### config.mk
export PLATFORM = sky130hd
export DESIGN_NAME = chunked_transfer_decoder
export DESIGN_NICKNAME = d
export VERILOG_FILES = /design/src/rtl/core/ctd_pkg.sv /design/src/rtl/core/ctd_front.sv /design/src/rtl/core/ctd_queue.sv /design/src/rtl/core/ctd_back.sv /design/src/rtl/core/chunked_transfer_decoder.sv
export SDC_FILE = /design/constraint.sdc
export NUM_CORES = 1
export LEC_CHECK = 0
export BUFFER_PORTS_ARGS = -buffer_cell sky130_fd_sc_hd__buf_2
export CAP_MARGIN = 10
export CORE_MARGIN = 2
export CORE_UTILIZATION = 35
export CTS_BUF_LIST = sky130_fd_sc_hd__clkbuf_16
export CTS_CLUSTER_DIAMETER = 60
export CTS_CLUSTER_SIZE = 28
export DETAILED_ROUTE_END_ITERATION = 8
export PLACE_DENSITY = 0.53
export RECOVER_POWER = 50
export SYNTH_ARGS = -nofsm -noshare
export SYNTH_HDL_FRONTEND = slang
export SYNTH_HIERARCHICAL = 1
export SYNTH_SLANG_ARGS = --single-unit
export TNS_END_PERCENT = 30
### constraint.sdc
create_clock -name aclk -period 3.6 [get_ports aclk]
set_input_delay 0.36 -clock aclk [delete_from_list [all_inputs] [get_ports aclk]]
set_output_delay 0.36 -clock aclk [all_outputs]
set_load 0.02 [all_outputs]
### src/rtl/core/ctd_pkg.sv
// shared types and constants of the chunked transfer decoder
package ctd_pkg;

    localparam logic [7:0] CHAR_CR = 8'h0d;
    localparam logic [7:0] CHAR_LF = 8'h0a;

    localparam logic [1:0] EV_PAYLOAD  = 2'd0;
    localparam logic [1:0] EV_TERMINAL = 2'd1;
    localparam logic [1:0] EV_INVALID  = 2'd2;

    // one classified input beat
    typedef struct packed {
        logic [7:0] data;
        logic       last;
        logic       is_cr;
        logic       is_lf;
        logic       is_space;
        logic       is_hex;
        logic [3:0] hex_val;
    } ctd_beat_t;

endpackage

### src/rtl/core/ctd_front.sv
// front end: takes input beats and classifies each byte for the parser
module ctd_front (
    input  logic                s_valid,
    output logic                s_ready,
    input  logic [7:0]          s_data_byte,
    input  logic                s_read_end,
    output logic                q_wr_en,
    output ctd_pkg::ctd_beat_t  q_wr_beat,
    input  logic                q_full
);
    import ctd_pkg::*;

    logic is_dec;
    logic is_lower;
    logic is_upper;

    assign s_ready = !q_full;
    assign q_wr_en = s_valid && !q_full;

    always_comb begin
        is_dec   = (s_data_byte >= 8'h30) && (s_data_byte <= 8'h39);
        is_lower = (s_data_byte >= 8'h61) && (s_data_byte <= 8'h66);
        is_upper = (s_data_byte >= 8'h41) && (s_data_byte <= 8'h46);

        q_wr_beat.data     = s_data_byte;
        q_wr_beat.last     = s_read_end;
        q_wr_beat.is_cr    = (s_data_byte == CHAR_CR);
        q_wr_beat.is_lf    = (s_data_byte == CHAR_LF);
        // tab, lf, vt, ff, cr and space
        q_wr_beat.is_space = ((s_data_byte >= 8'h09) && (s_data_byte <= 8'h0d))
                             || (s_data_byte == 8'h20);
        q_wr_beat.is_hex   = is_dec || is_lower || is_upper;
        if (is_dec) begin
            q_wr_beat.hex_val = s_data_byte[3:0];
        end else if (is_lower || is_upper) begin
            // a-f and A-F share the low three bits: 1..6 maps to 10..15
            q_wr_beat.hex_val = 4'(s_data_byte[2:0] + 3'd1) + 4'd8;
        end else begin
            q_wr_beat.hex_val = 4'd0;
        end
    end

endmodule

### src/rtl/core/ctd_queue.sv
// two-entry queue of classified beats between front and back
module ctd_queue (
    input  logic                aclk,
    input  logic                aresetn,
    input  logic                wr_en,
    input  ctd_pkg::ctd_beat_t  wr_beat,
    output logic                full,
    input  logic                rd_en,
    output logic                rd_valid,
    output ctd_pkg::ctd_beat_t  rd_beat
);
    import ctd_pkg::*;

    localparam int DEPTH = 2;
    localparam int PTR_W = $clog2(DEPTH);
    localparam int CNT_W = $clog2(DEPTH + 1);

    ctd_beat_t          entry_reg [DEPTH];
    logic [PTR_W-1:0]   wr_ptr_reg, wr_ptr_next;
    logic [PTR_W-1:0]   rd_ptr_reg, rd_ptr_next;
    logic [CNT_W-1:0]   count_reg, count_next;
    logic               do_wr;
    logic               do_rd;

    assign full     = (count_reg == CNT_W'(DEPTH));
    assign rd_valid = (count_reg != '0);
    assign rd_beat  = entry_reg[rd_ptr_reg];

    always_comb begin
        do_wr       = wr_en && !full;
        do_rd       = rd_en && rd_valid;
        wr_ptr_next = wr_ptr_reg;
        rd_ptr_next = rd_ptr_reg;
        count_next  = count_reg;
        if (do_wr) begin
            wr_ptr_next = (wr_ptr_reg == PTR_W'(DEPTH - 1)) ? '0 : wr_ptr_reg + 1'b1;
        end
        if (do_rd) begin
            rd_ptr_next = (rd_ptr_reg == PTR_W'(DEPTH - 1)) ? '0 : rd_ptr_reg + 1'b1;
        end
        if (do_wr && !do_rd) begin
            count_next = count_reg + 1'b1;
        end else if (do_rd && !do_wr) begin
            count_next = count_reg - 1'b1;
        end
    end

    always_ff @(posedge aclk) begin
        if (!aresetn) begin
            wr_ptr_reg <= '0;
            rd_ptr_reg <= '0;
            count_reg  <= '0;
        end else begin
            wr_ptr_reg <= wr_ptr_next;
            rd_ptr_reg <= rd_ptr_next;
            count_reg  <= count_next;
        end
    end

    always_ff @(posedge aclk) begin
        if (do_wr) begin
            entry_reg[wr_ptr_reg] <= wr_beat;
        end
    end

endmodule

### src/rtl/core/ctd_back.sv
// back end: size line parser, payload forwarding and output register
module ctd_back #(
    parameter int SIZE_BITS = 31
) (
    input  logic                aclk,
    input  logic                aresetn,
    input  logic                q_valid,
    input  ctd_pkg::ctd_beat_t  q_beat,
    output logic                q_rd_en,
    output logic                m_valid,
    input  logic                m_ready,
    output logic [7:0]          m_out_byte,
    output logic [1:0]          m_event_res
);
    import ctd_pkg::*;

    typedef enum logic [3:0] {
        MODE_SIZE  = 4'b0001,
        MODE_DATA  = 4'b0010,
        MODE_TRAIL = 4'b0100,
        MODE_DROP  = 4'b1000
    } mode_t;

    typedef enum logic [2:0] {
        PH_LEAD  = 3'b001,
        PH_DIGIT = 3'b010,
        PH_TAIL  = 3'b100
    } phase_t;

    mode_t                  mode_reg, mode_next;
    phase_t                 phase_reg, phase_next;
    logic [SIZE_BITS-1:0]   size_reg, size_next;
    logic [SIZE_BITS-1:0]   left_reg, left_next;
    logic                   bad_reg, bad_next;
    logic                   pend_reg, pend_next;
    logic                   out_valid_reg, out_valid_next;
    logic [7:0]             out_byte_reg, out_byte_next;
    logic [1:0]             out_event_reg, out_event_next;

    logic                   pop;
    phase_t                 eff_phase;
    logic [SIZE_BITS-1:0]   eff_size;
    logic                   eff_bad;
    phase_t                 ph1;

    assign pop         = q_valid && (!out_valid_reg || m_ready);
    assign q_rd_en     = pop;
    assign m_valid     = out_valid_reg;
    assign m_out_byte  = out_byte_reg;
    assign m_event_res = out_event_reg;

    always_comb begin
        mode_next      = mode_reg;
        phase_next     = phase_reg;
        size_next      = size_reg;
        left_next      = left_reg;
        bad_next       = bad_reg;
        pend_next      = pend_reg;
        out_valid_next = out_valid_reg && !m_ready;
        out_byte_next  = out_byte_reg;
        out_event_next = out_event_reg;

        // leaving the trailer starts from a fresh line
        eff_phase = (mode_reg == MODE_TRAIL) ? PH_LEAD : phase_reg;
        eff_size  = (mode_reg == MODE_TRAIL) ? '0 : size_reg;
        eff_bad   = (mode_reg == MODE_TRAIL) ? 1'b0 : bad_reg;
        // a held cr that did not start cr lf counts as whitespace
        ph1       = (pend_reg && eff_phase == PH_DIGIT) ? PH_TAIL : eff_phase;

        if (pop) begin
            case (mode_reg)
                MODE_DATA: begin
                    out_valid_next = 1'b1;
                    out_byte_next  = q_beat.data;
                    out_event_next = EV_PAYLOAD;
                    left_next      = left_reg - 1'b1;
                    if (left_reg == SIZE_BITS'(1)) begin
                        mode_next = MODE_TRAIL;
                        pend_next = 1'b0;
                    end
                end
                MODE_DROP: begin
                    if (q_beat.last) begin
                        mode_next  = MODE_SIZE;
                        phase_next = PH_LEAD;
                        size_next  = '0;
                        bad_next   = 1'b0;
                        pend_next  = 1'b0;
                    end
                end
                MODE_SIZE, MODE_TRAIL: begin
                    if (mode_reg == MODE_TRAIL && !pend_reg && q_beat.is_cr) begin
                        pend_next = 1'b1;
                    end else if (pend_reg && q_beat.is_lf) begin
                        // end of line, or end of the cr lf after payload
                        phase_next = PH_LEAD;
                        size_next  = '0;
                        bad_next   = 1'b0;
                        pend_next  = 1'b0;
                        if (mode_reg == MODE_TRAIL) begin
                            mode_next = MODE_SIZE;
                        end else if (eff_bad || eff_phase == PH_LEAD) begin
                            mode_next      = q_beat.last ? MODE_SIZE : MODE_DROP;
                            out_valid_next = 1'b1;
                            out_byte_next  = 8'd0;
                            out_event_next = EV_INVALID;
                        end else if (eff_size == '0) begin
                            mode_next      = q_beat.last ? MODE_SIZE : MODE_DROP;
                            out_valid_next = 1'b1;
                            out_byte_next  = 8'd0;
                            out_event_next = EV_TERMINAL;
                        end else begin
                            mode_next = MODE_DATA;
                            left_next = eff_size;
                        end
                    end else begin
                        mode_next  = MODE_SIZE;
                        phase_next = ph1;
                        size_next  = eff_size;
                        bad_next   = eff_bad;
                        if (q_beat.is_cr) begin
                            pend_next = 1'b1;
                        end else begin
                            pend_next = 1'b0;
                            if (q_beat.is_space) begin
                                if (ph1 == PH_DIGIT) begin
                                    phase_next = PH_TAIL;
                                end
                            end else if (!q_beat.is_hex || ph1 == PH_TAIL) begin
                                bad_next = 1'b1;
                            end else begin
                                phase_next = PH_DIGIT;
                                if (!eff_bad) begin
                                    // shifting in a digit overflows if the top nibble is set
                                    if (eff_size[SIZE_BITS-1 -: 4] != 4'd0) begin
                                        bad_next = 1'b1;
                                    end else begin
                                        size_next = {eff_size[SIZE_BITS-5:0], q_beat.hex_val};
                                    end
                                end
                            end
                        end
                    end
                end
                default: begin
                    mode_next = MODE_SIZE;
                end
            endcase
        end
    end

    always_ff @(posedge aclk) begin
        if (!aresetn) begin
            mode_reg      <= MODE_SIZE;
            phase_reg     <= PH_LEAD;
            size_reg      <= '0;
            left_reg      <= '0;
            bad_reg       <= 1'b0;
            pend_reg      <= 1'b0;
            out_valid_reg <= 1'b0;
        end else begin
            mode_reg      <= mode_next;
            phase_reg     <= phase_next;
            size_reg      <= size_next;
            left_reg      <= left_next;
            bad_reg       <= bad_next;
            pend_reg      <= pend_next;
            out_valid_reg <= out_valid_next;
        end
    end

    always_ff @(posedge aclk) begin
        out_byte_reg  <= out_byte_next;
        out_event_reg <= out_event_next;
    end

endmodule

### src/rtl/core/chunked_transfer_decoder.sv
// chunked transfer decoder: one input byte per cycle, payload bytes and events out
// an accepted beat is written into the queue entry, then the parser result is registered in the output register
// throughput: one byte per cycle while the output is not stalled, set by the parser update in the back end
// a stalled output register fills the two-entry queue, and a full queue holds off input
// reset: synchronous active-low, parser returns to size line mode, queue and output empty
// no memory clearing pass is needed after reset
module chunked_transfer_decoder #(
    parameter int SIZE_BITS = 31
) (
    input  logic        aclk,
    input  logic        aresetn,
    input  logic        s_valid,
    output logic        s_ready,
    input  logic [7:0]  s_data_byte,
    input  logic        s_read_end,
    output logic        m_valid,
    input  logic        m_ready,
    output logic [7:0]  m_out_byte,
    output logic [1:0]  m_event_res
);
    import ctd_pkg::*;

    logic       q_wr_en;
    ctd_beat_t  q_wr_beat;
    logic       q_full;
    logic       q_rd_en;
    logic       q_valid;
    ctd_beat_t  q_rd_beat;

    ctd_front u_front (
        .s_valid     (s_valid),
        .s_ready     (s_ready),
        .s_data_byte (s_data_byte),
        .s_read_end  (s_read_end),
        .q_wr_en     (q_wr_en),
        .q_wr_beat   (q_wr_beat),
        .q_full      (q_full)
    );

    ctd_queue u_queue (
        .aclk     (aclk),
        .aresetn  (aresetn),
        .wr_en    (q_wr_en),
        .wr_beat  (q_wr_beat),
        .full     (q_full),
        .rd_en    (q_rd_en),
        .rd_valid (q_valid),
        .rd_beat  (q_rd_beat)
    );

    ctd_back #(
        .SIZE_BITS (SIZE_BITS)
    ) u_back (
        .aclk        (aclk),
        .aresetn     (aresetn),
        .q_valid     (q_valid),
        .q_beat      (q_rd_beat),
        .q_rd_en     (q_rd_en),
        .m_valid     (m_valid),
        .m_ready     (m_ready),
        .m_out_byte  (m_out_byte),
        .m_event_res (m_event_res)
    );

endmodule

# Word-level counts from Yosys, hierarchy flattened
# Memories as Yosys holds them, arrays and structs flattened. A register that Yosys moved wholly into a read port is not among the register bits.
# Index checks and enable logic that the tools add are counted.
# word_totals
regBits	86
ramBits	34
input_bits	13
output_inout_bits	12
elab_cells	170
mem_count	1
# memory_table
memory	words	word_bits	read_ports	rd_clocked_by_memory_dff	wr	line	text
u_queue.entry_reg	2	17	1	1	1	ctd_queue.sv:18	ctd_beat_t entry_reg [DEPTH];
# classes
addsub	7
magnitude_cmp	8
eq_ne	21
muxes	79
n_reduce_logical	42
# ops
op	n
31-bit 2-to-1 mux	14
31-bit one-hot mux with 2 select lines	2
4-bit 2-to-1 mux	10
8-bit 2-to-1 mux	5
31-bit by 1-bit == test with 1-bit output, second input constant	1
31-bit zero test	1
31-bit by 1-bit subtractor with 31-bit output, second input constant	1
3-bit 2-to-1 mux	9
1-bit 2-to-1 mux	25
8-bit by 4-bit == test with 1-bit output, second input constant	2
8-bit by 7-bit greater-or-equal comparator with 1-bit output, second input constant	2
8-bit by 7-bit less-or-equal comparator with 1-bit output, second input constant	2
8-bit one-hot mux with 2 select lines	1
1-bit logical AND	15
2-bit 2-to-1 mux	7
4-bit one-hot mux with 3 select lines	1
4-bit AND reduction	3
8-bit by 6-bit == test with 1-bit output, second input constant	1
8-bit by 4-bit greater-or-equal comparator with 1-bit output, second input constant	1
8-bit by 6-bit greater-or-equal comparator with 1-bit output, second input constant	1
8-bit by 4-bit less-or-equal comparator with 1-bit output, second input constant	1
8-bit by 6-bit less-or-equal comparator with 1-bit output, second input constant	1
2-bit != test, second input constant	4
2-bit nonzero test	4
other kinds (26)	43

# Depth between registers and ports, before layout
# Gate-level depths: netlist (run 1).
# depth
ltp_word	13
depth_mapped	11
mapped_depth_nobuf	9

# Hierarchy
# Netlist (run 1), hierarchy kept.
# by_module_without_submodules
module	n_inst	cells_per_inst	area_each_um2	seq_area_each_um2
ctd_back	1	488	4405.5	1741.7
ctd_queue	1	78	1461.4	1121.1
ctd_front	1	50	391.6	0.0

# Worst setup path before layout (run 1)
# No wires, ideal clock.
# synth_timing
path_kind	register -> register
start	register (tool-made name)
end	register u_back.bad_reg
setup_ps	60
arrival_ps	2411
t_required_ps	3540
slack_ps	1129
stages_incl_launch_ff	10
n_path_buf	3
period_less_slack_ps	2471
cell_sequence	dfxtp_1 -> buf_2 -> buf_4 -> mux2_2 -> nor2b_1 -> o32ai_1 -> or3b_4 -> buf_4 -> o41ai_1 -> and2_1
# synth_lines
item	line	text
to (signal assigned)	ctd_back.sv:166	bad_reg <= bad_next;
to (decl)	ctd_back.sv:34	logic bad_reg, bad_next;

==> results.toml, run 1 <==
[status]
run_status = "finished, final reports clean"

[place]
dp_hpwl_um = 10200
portBuffers = 24
finalWeightedCongestion = 0.845

[logic_synthesis]
synthFlopType = "dfxtp_1"
yosys-top-cells-area = "dfxtp_1, edfxtp_1, a22o_1"
synth_edf_count = 44
synth_area_leader_cell = "dfxtp_1"
syn_inst = 616
yosysSeqAreaShare_pct = 45.7
ys_warn_count = 6
ys_ff_latch = 121
synth_area_per_cell_um2 = 10.2
syn-num-nets = 637
synth.distinct_cells = 81
netlist_area_um2 = 6260
synth_async_sr_flop_share_pct = 0
synth_top_area_share_pct = 24.6

[final_layout]
fillers = 1725
drive_gt1_share_pct = 15.7
largest_reg_flops = 34
fin_nets = 645
syn_to_final_growth_pct = 12.1
post-route-util_pct = 40.3
diodes = 0

[detailed_routing]
drc_errors = 0
via_per_inst = 5.54
routed_wl_um = 15200
wl_met2_um = 7090
topRoutingLayerUsed = "met4"
avgRoutedWirePerCell_um = 17.6
drt-met1-wl_um = 7320
num_vias = 4778
ant_nets = 0
dr.pass1.iters = 5
drtIter0Drc = 326
wl_met3_um = 673

[cts]
clk_latency_ns = 0.42
clockBufferDepth = 2
cts_made_buffers = 17
clk_pin_slew_ns = 0.06
ctsResizeCount = 0
postCtsHoldBufs = 0
cts_root_buf = "clkbuf_16"
cts_max_level = 4
cts_tree = "built"
cts_setup_buffers = 0
cts.sinks = 121

[global_routing]
grt_max_degree = 40
grt_pass1_vias = 4784
track_usage_pct = 17.3
grt_antenna_before_repair = 0
grt-ovfl-total = 0
grt_pass1_wl_um = 25400

[floorplanning]
die_h_um = 138
rows = 48
die_w_um = 138
core_um2 = 17400
ios = 25
fp.dieArea_um2 = 19000
start_util_pct = 35.9

[critical_path]
path_cells = "buf_4 > mux2_2 > nand4b_1 > a211oi_2 > o211ai_2 > or2_1 > a221oi_1 > nor2_1"
cp-start-kind = "flop"
path_class = "flop to flop"
path_max_fanout = 25
worst-path-buf-inv = 1
cp_slowest_cell = "or2_1"
critPathRequiredTime_ns = 3.89
end_kind = "flop"
critPathArrivalTime_ns = 3.35
cp_top_family = "compound AO/OA/AOI/OAI gates"
slowest_delay_ns = 0.69

[pwr]
p_per_area_nw_per_um2 = 599
leakagePower_nw = 2.57
peakVddDrop_mv = 0.332

[timing]
final-hold-violation-count = 0
rsz0062_at_grt = "false"
fin_worst_skew_ns = 0.0111
drv_slew = 0
relSlewSlack_pct = 7.45
finalCriticalPeriod_ns = 3.06
tns_ns = 0
worstMarginPinSlew_ns = 1.39
setup_viol = 0
finalCritPeriodShare_pct = 85.0
fmax_ghz = 0.327

[worst_hold_path]
hp-class = "input pin to flop"

[job]
maxCapViolations = 0
per-layer routing:
metal | global-route usage (%) | vias to the layer above
met5 | 0 | -
li1 | - | 2322
met2 | 27.2 | 97
met3 | 4.30 | 11
met1 | 23.6 | 2348
met4 | 4.93 | 0
worst reg2reg max path, cell delays in order (launching register included):
cell      delay, ns
dfxtp_1        0.32
buf_4          0.26
mux2_2         0.28
nand4b_1       0.13
a211oi_2       0.33
o211ai_2       0.31
or2_1          0.69
a221oi_1       0.52
nor2_1         0.09
per-stage QoR:
step	power, mW	instance area [µm²]	cells	hold WS, ns	setup slack [ns]
4_1_cts	4.26	7060	862	0.109	0.610
3_3_place_gp	2.45	6450	830	0.451	0.623
3_5_place_dp	2.46	6450	830	0.455	0.636
5_1_grt	4.41	7020	862	0.107	0.372
6_report	4.20	7020	862	0.137	0.540
2_1_floorplan	2.29	6260	616	0.435	1.13
cells by family after synthesis:
kind of cell	share of synthesized area [%]
AO/OA/AOI/OAI	21.1
XOR/XNOR	1.82
adder cells (fa/ha/maj)	1.60
buffers and inverters	4.98
flip-flops	45.7
multiplexers	3.54
AND/OR/NAND/NOR	21.2
where the power goes:
| part | total, mW | switching, mW | internal [mW] |
|---|---|---|---|
| Sequential | 1.64 | 0.0757 | 1.56 |
| Combinational | 0.784 | 0.477 | 0.307 |
| Clock | 1.78 | 0.722 | 1.06 |
| Total | 4.20 | 1.28 | 2.93 |
cell usage after synthesis, types with 4 or more instances:
library cell,count
dfxtp_1,77
nand2_1,52
edfxtp_1,44
nor2_1,41
o21ai_0,34
a22o_1,32
a21oi_1,22
nand3_1,19
clkbuf_1,17
mux2_2,17
nor3_1,17
and2_1,16
a21boi_0,13
buf_4,13
nand2b_1,10
nor2b_1,10
buf_6,8
ha_1,8
nor4_1,8
or3_1,8
xor2_1,8
a31oi_1,7
inv_1,7
o31ai_1,7
a31o_2,6
buf_2,6
nand4_1,5
nor3b_1,5
o2111ai_1,5
o211ai_1,5
xnor2_1,5
a21boi_1,4
and3_1,4
o41ai_1,4
or2_2,4
final cells by class:
type / count / area (µm²) / share of cell area [%]
sequential: 121 / 2860 / 40.8
inverter: 8 / 30.0 / 0.428
clock buffer: 17 / 425 / 6.06
timing repair buffer: 33 / 155 / 2.21
clock inverter: 15 / 188 / 2.67
tap: 225 / 282 / 4.01
multi-input combinational: 443 / 3070 / 43.8
layout by cell type (no fill, tap or decap), types with 7 or more instances in the layout:
master	instances
nand2b_1	10
nor2_1	41
a31oi_1	7
dfxtp_1	77
buf_4	7
ha_1	8
a22o_1	32
o21ai_0	36
nor3_1	17
edfxtp_1	44
a21oi_1	22
nand2_1	52
or3_1	8
clkbuf_16	17
nor4_1	8
a21boi_0	13
o31ai_1	7
nand3_1	19
inv_1	8
clkbuf_1	22
and2_0	8
nor2b_1	10
mux2_2	17
xor2_1	8
and2_1	8
path summary, 6_finish.rpt:
kind	from	endpoint	slack (ns)	cells past startpoint
hold / removal	s_read_end	u_queue/entry_reg[1][8]	0.14	1
setup / recovery	flop	u_back/left_reg[27]	0.54	8
setup reg to reg	flop	u_back/left_reg[27]	0.54	8
hold reg to reg	u_back/left_reg[23]	u_back/left_reg[23]	0.46	2
Note: power is estimated with default switching activity, not from simulation.
==> run 2: changes to the inputs <==
Settings changed: PLACE_DENSITY 0.53 to 0.55.
Clock period 3.6 ns to 2.8 ns, I/O delays scaled along.
==> run 2 against run 1 <==
Effect of this change:
- register-to-register slack worse by 0.30 ns
- fmax is 20% higher
- critical path depth is 2 higher
- clock power is 21% higher
- sequential power is 29% higher
- critical path type unchanged
==> results.toml, run 2 (same netlist as run 1, synthesis figures left out) <==
[pwr]
p_per_area_nw_per_um2 = 745
leakagePower_nw = 2.62
peakVddDrop_mv = 0.432
power_mw = 5.28

[final_layout]
fin_nets = 659
layout_common_cells = "dfxtp_1, nand2_1, edfxtp_1"
diodes = 0
drive_gt1_share_pct = 17.4
largest_reg_flops = 34
finalNonFillerCells = 876
syn_to_final_growth_pct = 13.4
final_common_cell = "dfxtp_1"

[global_routing]
grt_pass1_wl_um = 24600
grt_max_degree = 50
track_usage_pct = 16.9
grt_pass1_vias = 4756
grt-ovfl-total = 0
grt_antenna_before_repair = 0

[critical_path]
worst-r2r-setup-slack_ns = 0.24
path_max_fanout = 33
critPathArrivalTime_ns = 2.87
cp-start-kind = "flop"
path_class = "flop to flop"
end_kind = "flop"
worstRegToRegCells = 10
r2r_end = "u_back/left_reg[19]"
critPathRequiredTime_ns = 3.12

[cts]
cts_max_level = 4
cts_tree = "built"
cts_root_buf = "clkbuf_16"
cts_setup_buffers = 0
clk_pin_slew_ns = 0.06
cts.sinks = 121
clockBufferDepth = 2
cts_made_buffers = 17
clk_latency_ns = 0.42

[timing]
whs_ns = 0.0723
worstMarginPinSlew_ns = 1.02
fmax_ghz = 0.391
rsz0062_at_grt = "false"
fin_ws_ns = 0.242
drv_slew = 0
finalCriticalPeriod_ns = 2.56
fin_worst_skew_ns = 0.0112
finalCritPeriodShare_pct = 91.4
final-hold-violation-count = 0
relSlewSlack_pct = 32.3
tns_ns = 0
setup_viol = 0

[detailed_routing]
drtIter0Drc = 376
drc_errors = 0
num_vias = 4799
ant_nets = 0
routed_wl_um = 14900
dr.pass1.iters = 6
via_per_inst = 5.48
avgRoutedWirePerCell_um = 17.1

[place]
finalWeightedCongestion = 0.789
portBuffers = 24
placed_cells_incl_taps = 844
dp_slack_ns = 0.188
dp_hpwl_um = 10400

[job]
maxCapViolations = 0

[floorplanning]
die_h_um = 138
start_util_pct = 35.9
core_um2 = 17400
ios = 25
die_w_um = 138
rows = 48
fp.dieArea_um2 = 19000

[worst_hold_path]
hp-class = "input pin to flop"
holdCritStartpoint = "s_read_end"
hold_depth = 1
hold_end = "u_queue/entry_reg[0][8]"

[status]
run_status = "finished, final reports clean"
run 2: cell count changes in the layout (fill, tap and decap cells not counted), sizes merged:
cell and delta:
clkbuf +1, bufinv -1, buf +13, inv -3, clkinv +4
run 2: worst max path at each step:
stage / from / to / depth (start not counted) / slack (ns)
detailed placement: flop / u_back/left_reg[19] / 10 / 0.19
floorplan: flop / u_back/bad_reg / 9 / 0.33
finish: flop / u_back/left_reg[19] / 10 / 0.24
global placement: flop / u_back/left_reg[9] / 10 / 0.30
CTS: flop / u_back/left_reg[19] / 10 / 0.18
global route: flop / u_back/left_reg[6] / 10 / 0.06
run 2: metrics by stage:
stage | area, µm² | utilization [%]
after detailed placement | 6560 | 37.6
after CTS | 7140 | 41.0
after floorplan | 6260 | -
after global placement | 6560 | 37.6
after global routing | 7100 | 40.8
final | 7100 | 40.8
run 2: per-layer routing:
metal / track usage [%] / vias up / part of all wire [%]
li1: - / 2355 / -
met1: 23.0 / 2309 / 49
met2: 26.3 / 114 / 45
met3: 3.75 / 21 / 3.9
met4: 5.90 / 0 / 1.5
met5: 0 / - / 0
run 2: report_power, final:
group          switching [mW]  total, mW  leakage [nW]  internal (mW)
Sequential              0.101       2.11          1.04           2.01
Combinational           0.613       1.03          1.30          0.413
Clock                   0.893       2.15         0.287           1.26
Total                    1.61       5.28          2.62           3.68
run 2: timing repair:
action	CTS	global route
setup endpoints to repair	0	6
resized for setup	0	1
hold buffers	0	0
run 2: critical path, stage by stage (launching register included):
cell and delay, ns:
dfxtp_1 0.37, buf_4 0.27, mux2_2 0.24, nand4b_1 0.12, a211oi_2 0.34, o211ai_2 0.19
buf_4 0.19, nor2_2 0.11, buf_6 0.27, a21oi_1 0.11, a31o_2 0.23
run 2: final cells by class:
class                           instances  area, µm²
Multi-Input combinational cell        443       3080
Clock inverter                         15        158
Sequential cell                       121       2860
Timing Repair Buffer                   47        263
Clock buffer                           17        425
Fill cell                            1731      10300
Inverter                                8       30.0
Tap cell                              225        282
==> run 3: changes to the inputs <==
Settings changed: CORE_UTILIZATION 35 to 56, PLACE_DENSITY 0.55 to 0.79.
==> run 3 against run 2 <==
Effect of this change:
- sequential power about the same
- worst hold slack worse by 0.026 ns
- core utilization rose by 23 points
- clock skew down 0.0036 ns
- worst setup slack got worse by 0.034 ns
- fmax is 1.3% lower
- critical path depth shrank 3
- wire length down 2.5%
- combinational power hardly changed
- clock power is 2% lower
- first-iteration DRC count increased by 47%
- register-to-register slack got worse by 0.03 ns
==> results.toml, run 3 (same netlist as run 1, synthesis figures left out) <==
[final_layout]
syn_to_final_growth_pct = 11.3
post-route-util_pct = 64.0
fillers = 833
diodes = 0
drive_gt1_share_pct = 16.9
multi_input_area_um2 = 3080
fin_nets = 657
largest_reg_flops = 34
seq_area_um2 = 2860
layout_common_cells = "dfxtp_1, nand2_1, edfxtp_1"
final_common_cell = "dfxtp_1"

[timing]
drv_slew = 0
rsz0062_at_grt = "false"
fin_worst_skew_ns = 0.00763
finalCritPeriodShare_pct = 92.6
setup_viol = 0
fmax_ghz = 0.386
final-hold-violation-count = 0
fin_ws_ns = 0.208
worstMarginPinSlew_ns = 1.02
tns_ns = 0
relSlewSlack_pct = 32.0
finalCriticalPeriod_ns = 2.59
whs_ns = 0.0461

[floorplanning]
fp.dieArea_um2 = 12000
core_um2 = 10900
die_h_um = 110
ios = 25
start_util_pct = 57.5
die_w_um = 110
rows = 38

[global_routing]
grt_antenna_before_repair = 0
grt_pass1_wl_um = 23900
grt_max_degree = 42
grt_pass1_vias = 4731
track_usage_pct = 26.2
grt-ovfl-total = 0

[cts]
clk_latency_ns = 0.42
cts.sinks = 121
cts_setup_buffers = 0
cts_tree = "built"
cts_max_level = 4
postCtsHoldBufs = 0
ctsResizeCount = 0
cts_made_buffers = 17
clk_pin_slew_ns = 0.06
clockBufferDepth = 2
cts_root_buf = "clkbuf_16"

[detailed_routing]
dr.pass1.iters = 6
drc_errors = 0
via_per_inst = 6.37
drtIter0Drc = 551
ant_nets = 0
avgRoutedWirePerCell_um = 18.5
num_vias = 5027
routed_wl_um = 14600

[critical_path]
cp-start-kind = "flop"
path_cells = "nor2b_1 > o21ai_0 > clkbuf_2 > a21oi_1 > nand2_1 > nor2_1 > a22o_1"
critPathArrivalTime_ns = 2.95
cp_top_family = "simple AND/OR/NAND/NOR gates"
end_kind = "flop"
cp_slowest_cell = "dfxtp_1"
worstRegToRegCells = 7
worst-path-buf-inv = 1
path_class = "flop to flop"
crit_cells = 7
path_max_fanout = 27
critPathRequiredTime_ns = 3.16
slowest_delay_ns = 0.69

[place]
dp_slack_ns = 0.299
finalWeightedCongestion = 0.865
dp_hpwl_um = 9790
portBuffers = 24

[pwr]
peakVddDrop_mv = 0.549
p_per_area_nw_per_um2 = 752
leakagePower_nw = 2.59
power_mw = 5.24

[worst_hold_path]
hold_depth = 1
hp-class = "input pin to flop"

[status]
run_status = "finished, final reports clean"

[job]
maxCapViolations = 0
==> run 3: final timing paths <==
check	end	slack [ns]	start
max reg2reg	u_back/size_reg[2]	0.21	u_back/mode_reg[2]
min	u_queue/entry_reg[0][8]	0.05	s_read_end
max	u_back/size_reg[2]	0.21	u_back/mode_reg[2]
min reg2reg	u_back/left_reg[18]	0.48	u_back/left_reg[18]
==> run 3: routing by layer <==
layer | up-vias | GRT usage, % | routed length [µm]
li1 | 2353 | - | -
met1 | 2440 | 33.9 | 6310
met2 | 200 | 42.0 | 6980
met3 | 34 | 7.17 | 1010
met4 | 0 | 9.58 | 271
met5 | - | 0 | 0
==> run 3: final cells by class <==
class	instances	area share (%)
multi-input cells	443	44.2
flip-flops and latches	121	41.1
clock buffers	17	6.11
repair buffers	45	3.48
well taps	140	2.51
clock inverters	15	2.21
inverters	8	0.431
==> run 3: stage by stage <==
stage | std cells | instance area (µm²)
6_report | 789 | 6970
5_1_grt | 789 | 6970
4_1_cts | 789 | 7010
3_5_place_dp | 757 | 6430
3_3_place_gp | 757 | 6430
2_1_floorplan | 616 | 6260
==> run 3: power by group <==
part / total [mW] / switching (mW) / internal [mW]
registers: 2.10 / 0.0972 / 2.01
logic: 1.02 / 0.619 / 0.405
clock network: 2.11 / 0.810 / 1.30
